$ cat src/rtl/core/ihtt_pkg.sv
// Shared constants and types for the identifier hash to token block.
package ihtt_pkg;

  // Field and datapath widths
  localparam int HashW  = 32;
  localparam int DivW   = HashW - 1;
  localparam int ByteW  = 8;
  localparam int TokenW = 16;
  localparam int CntW   = $clog2(DivW + 1);

  // Hash arithmetic constants
  localparam logic [HashW-1:0] HashMul   = 32'd8209;
  localparam logic [HashW-1:0] ByteMul   = 32'd613;
  localparam logic [HashW-1:0] NegFix    = 32'd2147483647;
  localparam logic [ByteW-1:0] SpaceByte = 8'h20;

  // Configuration register reset values and indexes
  localparam logic [TokenW-1:0] RegularReset = 16'd256;
  localparam logic [TokenW-1:0] TotalReset   = 16'd1024;
  localparam logic RegIdxRegular = 1'b0;
  localparam logic RegIdxTotal   = 1'b1;

  // Queue between front and back
  localparam int QueueDepth = 2;
  localparam int QueuePtrW  = $clog2(QueueDepth);
  localparam int QueueCntW  = $clog2(QueueDepth + 1);

  // Finished hash handed from the front to the queue
  typedef struct packed {
    logic            push;
    logic [DivW-1:0] hash;
  } hash_push_t;

endpackage

$ cat src/rtl/core/ihtt_char_if.sv
// Channel carrying identifier bytes and the end marker.
interface ihtt_char_if;
  logic                          valid;
  logic                          ready;
  logic [ihtt_pkg::ByteW-1:0]    char_byte;
  logic                          end_of_string;

  modport source (output valid, output char_byte, output end_of_string, input ready);
  modport sink (input valid, input char_byte, input end_of_string, output ready);
endinterface

$ cat src/rtl/core/ihtt_token_if.sv
// Channel carrying token numbers.
interface ihtt_token_if;
  logic                          valid;
  logic                          ready;
  logic [ihtt_pkg::TokenW-1:0]   token_number;

  modport source (output valid, output token_number, input ready);
  modport sink (input valid, input token_number, output ready);
endinterface

$ cat src/rtl/core/ihtt_front.sv
// Front end: accepts bytes, keeps the running hash, hands finished hashes on.
module ihtt_front (
  input  logic                       clk,
  input  logic                       rst,
  input  logic                       in_valid,
  input  logic [ihtt_pkg::ByteW-1:0] char_byte,
  input  logic                       end_of_string,
  input  logic                       queue_full,
  output logic                       in_ready,
  output ihtt_pkg::hash_push_t       push
);

  logic [ihtt_pkg::HashW-1:0] running_hash;
  logic [ihtt_pkg::HashW-1:0] mixed;
  logic [ihtt_pkg::HashW-1:0] running_hash_next;
  logic                       accept;

  assign in_ready = !queue_full;
  assign accept   = in_valid && in_ready;

  // Mix one byte into the hash, folding negative results back
  always_comb begin
    mixed = running_hash * ihtt_pkg::HashMul
          + ihtt_pkg::HashW'(char_byte) * ihtt_pkg::ByteMul;
    if (mixed[ihtt_pkg::HashW-1]) begin
      running_hash_next = mixed + ihtt_pkg::NegFix;
    end else begin
      running_hash_next = mixed;
    end
  end

  // Push the clamped hash on an end transaction
  always_comb begin
    push.push = accept && end_of_string;
    if (running_hash[ihtt_pkg::HashW-1]) begin
      push.hash = '0;
    end else begin
      push.hash = running_hash[ihtt_pkg::DivW-1:0];
    end
  end

  // Advance the hash; clear it at the end of each identifier
  always_ff @(posedge clk) begin
    if (rst) begin
      running_hash <= '0;
    end else if (accept) begin
      if (end_of_string) begin
        running_hash <= '0;
      end else if (char_byte != ihtt_pkg::SpaceByte) begin
        running_hash <= running_hash_next;
      end
    end
  end

endmodule

$ cat src/rtl/core/ihtt_queue.sv
// Short queue of finished hashes between front and back.
module ihtt_queue (
  input  logic                       clk,
  input  logic                       rst,
  input  ihtt_pkg::hash_push_t       push,
  output logic                       full,
  output logic                       out_valid,
  input  logic                       out_ready,
  output logic [ihtt_pkg::DivW-1:0]  out_hash
);

  logic [ihtt_pkg::DivW-1:0]      mem [ihtt_pkg::QueueDepth];
  logic [ihtt_pkg::QueuePtrW-1:0] wr_ptr;
  logic [ihtt_pkg::QueuePtrW-1:0] rd_ptr;
  logic [ihtt_pkg::QueueCntW-1:0] count;
  logic                           pop;

  assign full      = (count == ihtt_pkg::QueueCntW'(ihtt_pkg::QueueDepth));
  assign out_valid = (count != '0);
  assign out_hash  = mem[rd_ptr];
  assign pop       = out_valid && out_ready;

  // Store pushed hashes
  always_ff @(posedge clk) begin
    if (push.push) begin
      mem[wr_ptr] <= push.hash;
    end
  end

  // Advance pointers and occupancy
  always_ff @(posedge clk) begin
    if (rst) begin
      wr_ptr <= '0;
      rd_ptr <= '0;
      count  <= '0;
    end else begin
      if (push.push) begin
        wr_ptr <= wr_ptr + 1'b1;
      end
      if (pop) begin
        rd_ptr <= rd_ptr + 1'b1;
      end
      if (push.push && !pop) begin
        count <= count + 1'b1;
      end else if (pop && !push.push) begin
        count <= count - 1'b1;
      end
    end
  end

endmodule

$ cat src/rtl/core/ihtt_back.sv
// Back end: reduces a hash modulo the token range, one quotient bit a cycle.
module ihtt_back (
  input  logic                        clk,
  input  logic                        rst,
  input  logic                        q_valid,
  output logic                        q_ready,
  input  logic [ihtt_pkg::DivW-1:0]   q_hash,
  input  logic [ihtt_pkg::TokenW-1:0] regular_token_count,
  input  logic [ihtt_pkg::TokenW-1:0] total_token_count,
  output logic                        out_valid,
  input  logic                        out_ready,
  output logic [ihtt_pkg::TokenW-1:0] token_number
);

  typedef enum logic [1:0] {ST_IDLE, ST_DIV, ST_OUT} state_t;

  state_t                      state;
  logic [ihtt_pkg::DivW-1:0]   dividend;
  logic [ihtt_pkg::TokenW-1:0] remainder;
  logic [ihtt_pkg::TokenW-1:0] modulus;
  logic [ihtt_pkg::CntW-1:0]   steps;
  logic signed [ihtt_pkg::TokenW+1:0] diff;
  logic [ihtt_pkg::TokenW-1:0] modulus_next;
  logic [ihtt_pkg::TokenW:0]   shifted;
  logic [ihtt_pkg::TokenW:0]   reduced;

  assign q_ready   = (state == ST_IDLE);
  assign out_valid = (state == ST_OUT);

  // Modulus is total minus regular minus one, at least one
  always_comb begin
    diff = $signed({2'b00, total_token_count}) - $signed({2'b00, regular_token_count})
         - 18'sd1;
    if (diff < 18'sd1) begin
      modulus_next = ihtt_pkg::TokenW'(1);
    end else begin
      modulus_next = diff[ihtt_pkg::TokenW-1:0];
    end
  end

  // One restoring division step
  always_comb begin
    shifted = {remainder, dividend[ihtt_pkg::DivW-1]};
    if (shifted >= {1'b0, modulus}) begin
      reduced = shifted - {1'b0, modulus};
    end else begin
      reduced = shifted;
    end
  end

  // Sequence load, divide and hold of the result
  always_ff @(posedge clk) begin
    if (rst) begin
      state <= ST_IDLE;
    end else begin
      case (state)
        ST_IDLE: begin
          if (q_valid) begin
            dividend  <= q_hash;
            remainder <= '0;
            modulus   <= modulus_next;
            steps     <= ihtt_pkg::CntW'(ihtt_pkg::DivW);
            state     <= ST_DIV;
          end
        end
        ST_DIV: begin
          dividend  <= {dividend[ihtt_pkg::DivW-2:0], 1'b0};
          remainder <= reduced[ihtt_pkg::TokenW-1:0];
          steps     <= steps - 1'b1;
          if (steps == ihtt_pkg::CntW'(1)) begin
            token_number <= reduced[ihtt_pkg::TokenW-1:0] + regular_token_count;
            state        <= ST_OUT;
          end
        end
        ST_OUT: begin
          if (out_ready) begin
            state <= ST_IDLE;
          end
        end
        default: state <= ST_IDLE;
      endcase
    end
  end

endmodule

$ cat src/rtl/core/identifier_hash_to_token_core.sv
// Identifier hash to token: top level with configuration registers.
//
// Usage: bytes of one identifier arrive on the chars channel, one per
// transaction, with end_of_string low. Spaces leave the hash unchanged.
// A transaction with end_of_string high closes the identifier; its
// char_byte is ignored, and one token_number then leaves on the tokens
// channel. Byte transactions produce nothing.
// Throughput: the front takes one byte per cycle while the hash queue
// (two entries) has room. Each end transaction passes through the back
// in order: a load, 31 restoring division steps (one quotient bit a
// cycle in the shared subtract and compare), then the token is presented.
// When the receiver stalls, the token is held in the output register and
// the back waits; further identifiers queue up to two, after which
// chars.ready drops.
// Reset (rst, synchronous) clears the running hash and the queue, and sets
// regular_token_count to 256 and total_token_count to 1024. Registers are
// written over the APB port at byte addresses 0 and 4. The user must
// write them only while idle; the block itself does not enforce this.
module identifier_hash_to_token_core (
  input  logic                clk,
  input  logic                rst,
  ihtt_char_if.sink           chars,
  ihtt_token_if.source        tokens,
  input  logic                psel,
  input  logic                penable,
  input  logic                pwrite,
  input  logic [2:0]          paddr,
  input  logic [31:0]         pwdata,
  output logic [31:0]         prdata,
  output logic                pready
);

  logic [ihtt_pkg::TokenW-1:0] regular_token_count;
  logic [ihtt_pkg::TokenW-1:0] total_token_count;
  logic                        reg_sel;
  logic                        cfg_write;
  ihtt_pkg::hash_push_t        push;
  logic                        queue_full;
  logic                        q_valid;
  logic                        q_ready;
  logic [ihtt_pkg::DivW-1:0]   q_hash;

  assign pready    = 1'b1;
  assign reg_sel   = paddr[2];
  assign cfg_write = psel && penable && pwrite && pready;

  // Hold configuration registers
  always_ff @(posedge clk) begin
    if (rst) begin
      regular_token_count <= ihtt_pkg::RegularReset;
      total_token_count   <= ihtt_pkg::TotalReset;
    end else if (cfg_write) begin
      case (reg_sel)
        ihtt_pkg::RegIdxRegular: regular_token_count <= pwdata[ihtt_pkg::TokenW-1:0];
        ihtt_pkg::RegIdxTotal:   total_token_count   <= pwdata[ihtt_pkg::TokenW-1:0];
        default: ;
      endcase
    end
  end

  // Read back registers
  always_comb begin
    case (reg_sel)
      ihtt_pkg::RegIdxRegular: prdata = {16'h0000, regular_token_count};
      ihtt_pkg::RegIdxTotal:   prdata = {16'h0000, total_token_count};
      default:                 prdata = '0;
    endcase
  end

  ihtt_front u_front (
    .clk           (clk),
    .rst           (rst),
    .in_valid      (chars.valid),
    .char_byte     (chars.char_byte),
    .end_of_string (chars.end_of_string),
    .queue_full    (queue_full),
    .in_ready      (chars.ready),
    .push          (push)
  );

  ihtt_queue u_queue (
    .clk       (clk),
    .rst       (rst),
    .push      (push),
    .full      (queue_full),
    .out_valid (q_valid),
    .out_ready (q_ready),
    .out_hash  (q_hash)
  );

  ihtt_back u_back (
    .clk                 (clk),
    .rst                 (rst),
    .q_valid             (q_valid),
    .q_ready             (q_ready),
    .q_hash              (q_hash),
    .regular_token_count (regular_token_count),
    .total_token_count   (total_token_count),
    .out_valid           (tokens.valid),
    .out_ready           (tokens.ready),
    .token_number        (tokens.token_number)
  );

endmodule

$ cat src/flat_wrapper.sv
// flat-port wrapper written by rule: the top's interface ports become plain ports
module identifier_hash_to_token_core_flat 
  (clk, rst, psel, penable, pwrite, paddr, pwdata, prdata, pready, chars_valid, chars_char_byte, chars_end_of_string, chars_ready, tokens_valid, tokens_token_number, tokens_ready);
  ihtt_char_if chars_i ();
  ihtt_token_if tokens_i ();
  input  logic clk;
  input  logic rst;
  input  logic psel;
  input  logic penable;
  input  logic pwrite;
  input  logic [2:0] paddr;
  input  logic [31:0] pwdata;
  output logic [31:0] prdata;
  output logic pready;
  input wire logic [$bits(chars_i.valid)-1:0] chars_valid;
  input wire logic [$bits(chars_i.char_byte)-1:0] chars_char_byte;
  input wire logic [$bits(chars_i.end_of_string)-1:0] chars_end_of_string;
  output wire logic [$bits(chars_i.ready)-1:0] chars_ready;
  output wire logic [$bits(tokens_i.valid)-1:0] tokens_valid;
  output wire logic [$bits(tokens_i.token_number)-1:0] tokens_token_number;
  input wire logic [$bits(tokens_i.ready)-1:0] tokens_ready;
  assign chars_i.valid = chars_valid;
  assign chars_i.char_byte = chars_char_byte;
  assign chars_i.end_of_string = chars_end_of_string;
  assign chars_ready = chars_i.ready;
  assign tokens_valid = tokens_i.valid;
  assign tokens_token_number = tokens_i.token_number;
  assign tokens_i.ready = tokens_ready;
  identifier_hash_to_token_core u_core (.clk(clk), .rst(rst), .chars(chars_i), .tokens(tokens_i), .psel(psel), .penable(penable), .pwrite(pwrite), .paddr(paddr), .pwdata(pwdata), .prdata(prdata), .pready(pready));
endmodule
$ cat config.mk
export PLATFORM = sky130hd
export DESIGN_NAME = identifier_hash_to_token_core_flat
export DESIGN_NICKNAME = d
export VERILOG_FILES = /design/src/rtl/core/ihtt_pkg.sv /design/src/rtl/core/ihtt_char_if.sv /design/src/rtl/core/ihtt_token_if.sv /design/src/rtl/core/ihtt_front.sv /design/src/rtl/core/ihtt_queue.sv /design/src/rtl/core/ihtt_back.sv /design/src/rtl/core/identifier_hash_to_token_core.sv /design/src/flat_wrapper.sv
export SDC_FILE = /design/constraint.sdc
export NUM_CORES = 1
export LEC_CHECK = 0
export BUFFER_PORTS_ARGS = -buffer_cell sky130_fd_sc_hd__buf_2
export CAP_MARGIN = 10
export CORE_ASPECT_RATIO = 1.5
export CORE_MARGIN = 5
export CORE_UTILIZATION = 50
export CTS_BUF_LIST = sky130_fd_sc_hd__clkbuf_16
export CTS_CLUSTER_SIZE = 40
export DETAILED_ROUTE_END_ITERATION = 12
export PLACE_DENSITY = 0.77
export SYNTH_ARGS = -nofsm -noshare
export SYNTH_HDL_FRONTEND = slang
export SYNTH_HIERARCHICAL = 1
export SYNTH_SLANG_ARGS = --single-unit
$ cat constraint.sdc
create_clock -name clk -period 16.5 [get_ports clk]
set_input_delay 2.475 -clock clk [delete_from_list [all_inputs] [get_ports clk]]
set_output_delay 2.475 -clock clk [all_outputs]
set_load 0.02 [all_outputs]
==> run summary, run 1 <==
Nets: 2,240
Initial antenna violation count: 1
Seq/Total Area, Yosys: 0.324
Ranking of synthesized cells by area: edfxtp_1 24%, ha_1 16%, dfxtp_1 7.9%, fa_1 6.2%, inv_1 4.5%
Die area: 0.0398 mm^2
Max FO, Critical Path: 7
CTS clock-pin slew for the worst setup and hold paths: 0.06 ns
Slew Limit Fails: 0
Chip width: 164 um
Fin Hold WS: 0.477 ns
CTS Hold Bufs: 0
Share of cells above drive strength 1: 0.117
Worst setup EP type: flip-flop
CTS max path bufs: 3
Req. time, crit path: 16.85 ns
Clk sink count: 217
Rel. slew slack: 0.288
Period utilization: 0.509
# resized after CTS: 0
PD cells: 162 mW/mm^2
Worst slew pin tran: 1.07 ns
Layout area overhead: 7.72%
DRC Markers: 0
Post-synth ARST share: 0
Hold Path Class: reg2reg
Rows: 85
Die Y: 242 um
Flops & latches, synth: 217
Ys flop type: edfxtp_1
Share of the synthesized area in the top cell type: 0.245
Avg Cell Area, Syn: 9.65 um^2
Largest net degree at the start of global routing: 69
Commonest cells post-synth: 227 x ha_1, 216 x inv_1, 200 x nand2_1, 146 x edfxtp_1, 98 x nor2_1
Initial DRC count: 736
Total GRT Usage: 0.203
Top-count cell post-synth: ha_1
Mapped Area: 0.0179 mm^2
Vias per cell: 5.54
First-pass GRT wire length: 66,500 um
Vias: 13,278
Yosys warnings: 6
Clk_skew: 0.0250 ns
Leakage power: 0.00872 uW
Final setup TNS: 0 ns
Antenna cell count: 0
Post-CTS Setup Bufs: 0
Status: complete, no violations
Num ports: 102
Vias in the first global route: 13,668
Peak VDD IR: 190 uV
H-tree depth: 1
Leading area contributor after synthesis: edfxtp_1
Min Clock Period, post-route: 8.40 ns
GRT overflow: 0
CP arrival: 8.74 ns
CP Class: in2reg
RSZ-0062 raised after global routing: no
Final Hold Viols: 0
Clock latency at the later pin of the worst-skew pair: 0.51 ns
Initial Util: 0.502
Antenna-violating nets left: 0
Max Cap Viol: 0
Final setup viols: 0
Core footprint: 0.0356 mm^2
First-pass DRT Iterations: 7
WL/cell: 16.9 um
Root Buffer: clkbuf_16
Gpl congestion: 0.922
Fill count: 3,139
EDFF count, synth: 146
Crit start category: input port
Cells after synthesis: 1,854
Max Freq: 0.119 GHz
# port buffers: 66
Post-Route WL: 40,400 um
CTS tree: built
HPWL Detailed: 32,400 um
Final core utilization: 0.541
Distinct cell type count of the synthesized netlist: 103
TritonCTS buffer count: 21
-- cells in the final DEF, fill, tap and decap left out, types with 13 or more instances in the layout --
master and instances:
xnor2_1 66, a21o_1 19, ha_1 227, o211ai_1 16, nor2_1 98, and2_1 27, buf_2 66, mux2_2 57
inv_1 218, clkbuf_16 21, nor2b_1 46, a21oi_1 66, or3_1 17, nand3_1 30, nor4_1 13, nand4_1 15
fa_1 55, nor3_1 29, xor2_1 30, a31oi_1 15, nand2_1 200, mux2i_1 40, conb_1 17, nand2b_1 60
dfxtp_1 71, o21ai_0 49, edfxtp_1 146
-- registers in the layout (all words and copies together), names as in the netlist, named ones only --
signal / cells
u_core/u_queue/mem: 62
u_core/u_front/running_hash: 32
u_core/u_back/dividend: 31
u_core/regular_token_count: 16
u_core/total_token_count: 16
u_core/u_back/modulus: 16
u_core/u_back/remainder: 16
u_core/u_back/token_number: 16
u_core/u_back/steps: 5
u_core/u_back/state: 2
u_core/u_queue/count: 2
u_core/u_queue/rd_ptr: 1
u_core/u_queue/wr_ptr: 1
-- layer usage --
metal / track usage / wire, um / up-vias
met1: 0.215 / 14800 / 6374
li1: - / - / 6506
met3: 0.0177 / 1250 / 122
met4: 0.0940 / 2020 / 2
met2: 0.394 / 22300 / 274
met5: 0 / 13 / -
-- through the flow --
stage | std cells | worst slack [ns] | power [uW] | cell area, um^2
finish | 2396 | 8.10 | 3120 | 19300
global route | 2396 | 7.65 | 3380 | 19300
CTS | 2395 | 8.09 | 3120 | 19300
detailed placement | 2361 | 7.58 | 2660 | 18600
global placement | 2361 | 7.74 | 2600 | 18600
floorplan | 1869 | 8.63 | 2250 | 18000
-- report_power, final --
part	switching (uW)	internal (uW)
sequential	60.9	736
combinational	1120	756
clock	201	249
total	1380	1740
-- kinds of logic (layout without fill, tap and decap cells) --
family | after synthesis | in the layout | synth area share
fa+ha+maj | 282 | 282 | 0.220
buf+inv | 279 | 328 | 0.0656
other cells | 2 | 17 | 0.000420
compound gates | 272 | 272 | 0.106
flops | 217 | 217 | 0.324
mux | 103 | 103 | 0.0620
simple gates | 602 | 602 | 0.174
xor+xnor | 97 | 97 | 0.0479
-- worst max-delay path, stage by stage --
cell and delay, ns:
buf_2 0.14, inv_1 0.09, ha_1 0.28, inv_1 0.05, fa_1 0.48, inv_1 0.04, ha_1 0.27, inv_1 0.06
fa_1 0.52, fa_1 0.55, inv_1 0.05, fa_1 0.50, ha_1 0.32, ha_1 0.40, a21oi_1 0.43, nand2_1 0.15
o21ai_0 0.21, nand2b_1 0.21, a31oi_1 0.40, xor2_1 0.36, nand4_1 0.22, nor4_2 0.29, xnor2_1 0.17, o21ai_1 0.08
-- cell type report --
type                            instances  area (um^2)  share of cell area
Timing Repair Buffer                   78          427              0.0221
Sequential cell                       217         5810               0.301
Clock inverter                         13          104             0.00539
Inverter                              216          811              0.0421
Tap cell                              478          598              0.0310
Multi-Input combinational cell       1373        11000               0.571
Clock buffer                           21          526              0.0273
-- worst paths after layout --
path | startpoint | end | slack, ns | cells past startpoint
setup / recovery | chars_char_byte[3] | u_core/u_front/running_hash[30] | 8.10 | 24
hold / removal | u_core/u_front/running_hash[29] | u_core/u_front/running_hash[29] | 0.48 | 2
setup reg to reg | u_core/u_front/running_hash[0] | u_core/u_front/running_hash[30] | 10.66 | 19
hold reg to reg | u_core/u_front/running_hash[29] | u_core/u_front/running_hash[29] | 0.48 | 2
Power figures use the tool's default switching activity.
==> inputs of run 2 (changes only) <==
--- a/config.mk
+++ b/config.mk
@@ -5,6 +5,7 @@
 export SDC_FILE = /design/constraint.sdc
 export NUM_CORES = 1
 export LEC_CHECK = 0
+export ABC_AREA = 1
 export BUFFER_PORTS_ARGS = -buffer_cell sky130_fd_sc_hd__buf_2
 export CAP_MARGIN = 10
 export CORE_ASPECT_RATIO = 1.5
@@ -13,7 +14,7 @@
 export CTS_BUF_LIST = sky130_fd_sc_hd__clkbuf_16
 export CTS_CLUSTER_SIZE = 40
 export DETAILED_ROUTE_END_ITERATION = 12
-export PLACE_DENSITY = 0.77
+export PLACE_DENSITY = 0.8
 export SYNTH_ARGS = -nofsm -noshare
 export SYNTH_HDL_FRONTEND = slang
 export SYNTH_HIERARCHICAL = 1
==> constraint.sdc (replaced) <==
create_clock -name clk -period 7.2 [get_ports clk]
set_input_delay 1.08 -clock clk [delete_from_list [all_inputs] [get_ports clk]]
set_output_delay 1.08 -clock clk [all_outputs]
set_load 0.02 [all_outputs]
==> run 2 against run 1 <==
Synthesized cell count up 32%. Clock-buffer cell count unchanged. Area after synthesis up 5.3%. Die area up 5.1%. Routed wire length up 11%. Critical path depth up 6. Via count up 17%. Highest routed layer is now met4. Sequential power up 130%. Global-route usage up 1.1 points.
==> run summary, run 2 <==
Status: complete, no violations
GRT overflow: 0
Clk_skew: 0.0177 ns
Initial antenna violation count: 0
Sw Share: 0.498
Num ports: 102
Initial Util: 0.503
Finished Layout Cells: 3,015
# resized after CTS: 0
Antenna-violating nets left: 0
Max reg flops: 62
RSZ-0062 raised after global routing: no
Req. time, crit path: 7.56 ns
Top-count cell post-synth: nand2_1
Max FO, Critical Path: 6
Reg with most FFs: u_core/u_queue/mem
Rel. slew slack: 0.252
Leakage power: 0.0105 uW
Met3 Use GR: 0.0174
GRT met1 Usage: 0.210
CP dominant cell by count: inv_1
Vias in the first global route: 15,850
Hold Path Class: reg2reg
Leading area contributor after synthesis: edfxtp_1
Die Y: 248 um
Clock latency at the later pin of the worst-skew pair: 0.52 ns
Flops & latches, synth: 217
DRC Markers: 0
Gpl congestion: 0.950
Vias: 15,525
Largest net degree at the start of global routing: 50
CP Class: in2reg
P_int: 4300 uW
Ranking of synthesized cells by area: edfxtp_1 23%, ha_1 15%, nand2_1 13%, inv_1 9.1%, dfxtp_1 7.5%
Mapped Area: 0.0189 mm^2
Chip width: 169 um
CTS max path bufs: 3
Post-Route WL: 44,800 um
Max Freq: 0.160 GHz
Core footprint: 0.0374 mm^2
Crit start category: input port
Post-placement cell count: 2,974
Largest regs: u_core/u_queue/mem x62, u_core/u_front/running_hash x32, u_core/u_back/dividend x31
# port buffers: 66
Share of the synthesized area in the top cell type: 0.233
WL/cell: 14.9 um
CTS tree: built
Die area: 0.0418 mm^2
Total GRT Usage: 0.213
H-tree depth: 1
Seq/Total Area, Yosys: 0.308
Gate power share: 0.641
Commonest cells post-synth: 638 x nand2_1, 458 x inv_1, 227 x ha_1, 213 x nor2_1, 158 x nand3_1
Min Clock Period, post-route: 6.26 ns
Most common cell after layout, fill and taps aside: nand2_1
Rows: 87
Sequential power share: 0.219
PD cells: 421 mW/mm^2
Post-CTS Setup Bufs: 0
Layout area overhead: 7.90%
Worst slew pin tran: 1.12 ns
Ys flop type: edfxtp_1
Distinct cell type count of the synthesized netlist: 53
Final Hold Viols: 0
CP max stage cell: fa_1
Final setup TNS: 0 ns
Critical Path Max Stage Delay: 0.54 ns
First-pass DRT Iterations: 6
Yosys warnings: 6
Clock Power Share: 0.141
First-pass GRT wire length: 73,400 um
Global route hottest layer: met2
Post-synth ARST share: 0
CP arrival: 6.61 ns
Grt met2 use: 0.423
Initial DRC count: 768
Vias per cell: 5.15
Clk sink count: 217
HPWL Detailed: 36,900 um
Max Cap Viol: 0
EDFF count, synth: 146
Root Buffer: clkbuf_16
Net Sw Power: 4260 uW
CTS Hold Bufs: 0
Cells after synthesis: 2,454
Peak VDD IR: 347 uV
Worst setup EP type: flip-flop
Nets: 2,843
Slew Limit Fails: 0
TritonCTS buffer count: 21
Avg Cell Area, Syn: 7.68 um^2
Final setup viols: 0
Most frequent cells in the layout: 638 x nand2_1, 461 x inv_1, 227 x ha_1
CTS clock-pin slew for the worst setup and hold paths: 0.06 ns
Share of cells above drive strength 1: 0.109
Period utilization: 0.869
## run 2: power by group through the flow
stage	Clock, uW	Combinational, uW	Sequential (uW)
2_1_floorplan	0	4290	1830
3_5_place_dp	0	5400	1900
5_1_grt	1270	6190	1890
3_3_place_gp	0	5220	1890
6_report	1200	5480	1870
4_1_cts	1220	5460	1870
## run 2: worst paths after layout
kind	from	to	slack [ns]	depth (start not counted)
setup / recovery	chars_char_byte[6]	u_core/u_front/running_hash[27]	0.94	30
hold / removal	u_core/u_front/running_hash[30]	u_core/u_front/running_hash[30]	0.50	2
setup reg to reg	u_core/u_back/remainder[1]	u_core/u_back/token_number[14]	1.72	23
hold reg to reg	u_core/u_front/running_hash[30]	u_core/u_front/running_hash[30]	0.50	2
## run 2: critical path, delay by kind of cell
kind | cells | cell delay, ns
buf+inv | 8 | 0.68
fa+ha+maj | 8 | 3.25
compound gates | 1 | 0.06
simple gates | 13 | 1.52
## run 2: logic make-up after synthesis
| logic type | share of synthesized area |
|---|---|
| compound gates | 0.0461 |
| xor+xnor | 0.0194 |
| fa+ha+maj | 0.209 |
| mux | 0.0185 |
| flops | 0.308 |
| simple gates | 0.283 |
| other cells | 0.000398 |
| buf+inv | 0.115 |
## run 2: area by class of cell
class	instances	area [um^2]
flip-flops and latches	217	5810
repair buffers	77	433
well taps	489	612
diodes	1	2.50
clock buffers	21	526
inverters	476	1790
fillers	3362	17100
clock inverters	17	228
multi-input cells	1717	10900
## run 2: per-stage QoR
step / worst slack [ns] / hold WS [ns] / total power (uW) / utilization / area (um^2)
after detailed placement: 0.457 / 0.498 / 7300 / 0.522 / 19600
final: 0.943 / 0.504 / 8560 / 0.543 / 20300
after global placement: 0.579 / 0.475 / 7100 / 0.522 / 19600
after CTS: 0.970 / 0.508 / 8550 / 0.542 / 20300
after floorplan: 1.24 / 0.462 / 6120 / - / 18900
after global routing: 0.579 / 0.518 / 9350 / 0.543 / 20300
## run 2: routing by layer
metal,vias to the layer above,part of all wire
met1,7191,0.36
met3,145,0.030
met5,-,0
met4,0,0.069
met2,353,0.54
li1,7836,-
==> inputs of run 3 (changes only) <==
--- a/config.mk
+++ b/config.mk
@@ -5,7 +5,6 @@
 export SDC_FILE = /design/constraint.sdc
 export NUM_CORES = 1
 export LEC_CHECK = 0
-export ABC_AREA = 1
 export BUFFER_PORTS_ARGS = -buffer_cell sky130_fd_sc_hd__buf_2
 export CAP_MARGIN = 10
 export CORE_ASPECT_RATIO = 1.5
==> run 3 against run 2 <==
Die area shrank 4.8%. Sequential power decreased by 2%. Sequential share of layout area increased by 1.4 points. First-iteration DRC count decreased by 8.9%. Register-to-register slack worse by 0.32 ns. Design area down 4.5%. Setup slack worse by 0.51 ns. Final cell count shrank 20%. Highest routed layer unchanged. Largest power group unchanged.
==> run summary, run 3 (synthesis results as in run 1) <==
Status: complete, no violations
Min Clock Period, post-route: 6.77 ns
Final Hold Viols: 0
Layout area overhead: 8.49%
Num ports: 102
Final setup viols: 0
WL/cell: 17.2 um
CP arrival: 7.13 ns
CP Cell Sequence: buf_2, inv_1, ha_1, inv_1, fa_1, fa_1, inv_1, ha_1, inv_1, fa_1, inv_1, fa_1, ha_1, ha_1, a21oi_1, o21ai_0, o31ai_1, a22oi_1, xnor2_1, nand4_2, nor4_2, xnor2_1, o21ai_1
Root Buffer: clkbuf_16
WP buf/inv: 6
# resized after CTS: 0
Req. time, crit path: 7.56 ns
Fill count: 3,017
Most frequent cells in the layout: 227 x ha_1, 223 x inv_1, 200 x nand2_1
Reg with most FFs: u_core/u_queue/mem
CTS tree: built
Rel. slew slack: 0.185
DRC Markers: 0
RSZ-0062 raised after global routing: no
Vias in the first global route: 14,325
First-pass DRT Iterations: 6
TritonCTS buffer count: 22
Post-CTS Setup Bufs: 0
Clk sink count: 217
# port buffers: 66
Max Freq: 0.148 GHz
Period utilization: 0.940
Crit start category: input port
Final setup TNS: 0 ns
Fin Hold WS: 0.473 ns
Core footprint: 0.0356 mm^2
CTS Hold Bufs: 0
Vias per cell: 5.65
Worst setup EP type: flip-flop
Antenna cell count: 0
Largest net degree at the start of global routing: 57
Pre-CTS WS: 0.0359 ns
Dpl cell area: 0.0188 mm^2
Slew Limit Fails: 0
Hold Path Class: reg2reg
Post-Route WL: 41,500 um
Initial antenna violation count: 0
Largest regs: u_core/u_queue/mem x62, u_core/u_front/running_hash x32, u_core/u_back/dividend x31
CP Class: in2reg
Max FO, Critical Path: 9
H-tree depth: 1
Share of cells above drive strength 1: 0.122
Chip width: 164 um
GRT overflow: 0
Nets: 2,256
CTS clock-pin slew for the worst setup and hold paths: 0.06 ns
Vias: 13,649
First-pass GRT wire length: 68,500 um
Setup ws final: 0.430 ns
Total GRT Usage: 0.209
PD cells: 376 mW/mm^2
Peak VDD IR: 386 uV
Die Y: 242 um
Clock latency at the later pin of the worst-skew pair: 0.52 ns
Antenna-violating nets left: 0
Leakage power: 0.00882 uW
HPWL Detailed: 33,200 um
Most common cell after layout, fill and taps aside: ha_1
Initial DRC count: 700
Initial Util: 0.502
Crit path max-delay family: adder cells
Die area: 0.0398 mm^2
Worst slew pin tran: 1.22 ns
Final Instance Area: 0.0194 mm^2
CP max stage cell: fa_1
CTS max path bufs: 3
Max Cap Viol: 0
Clk_skew: 0.0270 ns
Rows: 85
Critical Path Max Stage Delay: 0.54 ns
Gpl congestion: 0.968
Max reg flops: 62
CP dominant cell by count: inv_1
-- run 3: metal layers --
layer  vias up  wire length (um)  track usage
li1       6565                 -            -
met1      6522             14700        0.213
met2       385             22400        0.396
met3       177              1550       0.0210
met4         0              2920        0.134
met5         -                 0            0
-- run 3: worst paths after layout --
kind	from	to	slack [ns]	depth (start not counted)
hold reg to reg	u_core/u_front/running_hash[30]	u_core/u_front/running_hash[30]	0.47	2
hold / removal	u_core/u_front/running_hash[30]	u_core/u_front/running_hash[30]	0.47	2
setup / recovery	chars_char_byte[6]	u_core/u_front/running_hash[30]	0.43	23
setup reg to reg	u_core/u_back/remainder[0]	u_core/u_back/token_number[15]	1.40	20
-- run 3: where the power goes --
part | switching, uW | internal, uW
Sequential | 143 | 1690
Clock | 461 | 594
Combinational | 2610 | 1810
-- run 3: worst reg2reg max path, cell delays in order (launching register included) --
cell and delay [ns]:
edfxtp_1 0.45, ha_1 0.33, nor2b_1 0.15, o31ai_2 0.28
a21oi_1 0.16, a211oi_2 0.30, a21boi_1 0.11, o31a_1 0.29
a2111oi_4 0.69, mux2i_1 0.51, inv_1 0.09, ha_1 0.30
a21o_1 0.11, a21oi_1 0.08, nand2b_1 0.20, a211oi_1 0.35
nor2_1 0.11, nor4b_1 0.17, o41ai_1 0.46, xnor2_1 0.26
xnor2_1 0.14
-- run 3: metrics by stage --
stage                      util  std cells  power, uW
final                     0.545       2416       7300
after global routing      0.545       2416       7900
after CTS                 0.545       2416       7280
after detailed placement  0.526       2377       6190
after global placement    0.526       2377       6010
after floorplan               -       1869       5160
-- run 3: final cells by class --
| type | instances | area (um^2) | share of cell area |
|---|---|---|---|
| Clock buffer | 24 | 601 | 0.0309 |
| Tap cell | 478 | 598 | 0.0308 |
| Timing Repair Buffer | 93 | 533 | 0.0275 |
| Inverter | 216 | 811 | 0.0418 |
| Multi-Input combinational cell | 1373 | 11000 | 0.567 |
| Sequential cell | 217 | 5810 | 0.299 |
| Clock inverter | 15 | 61.3 | 0.00316 |
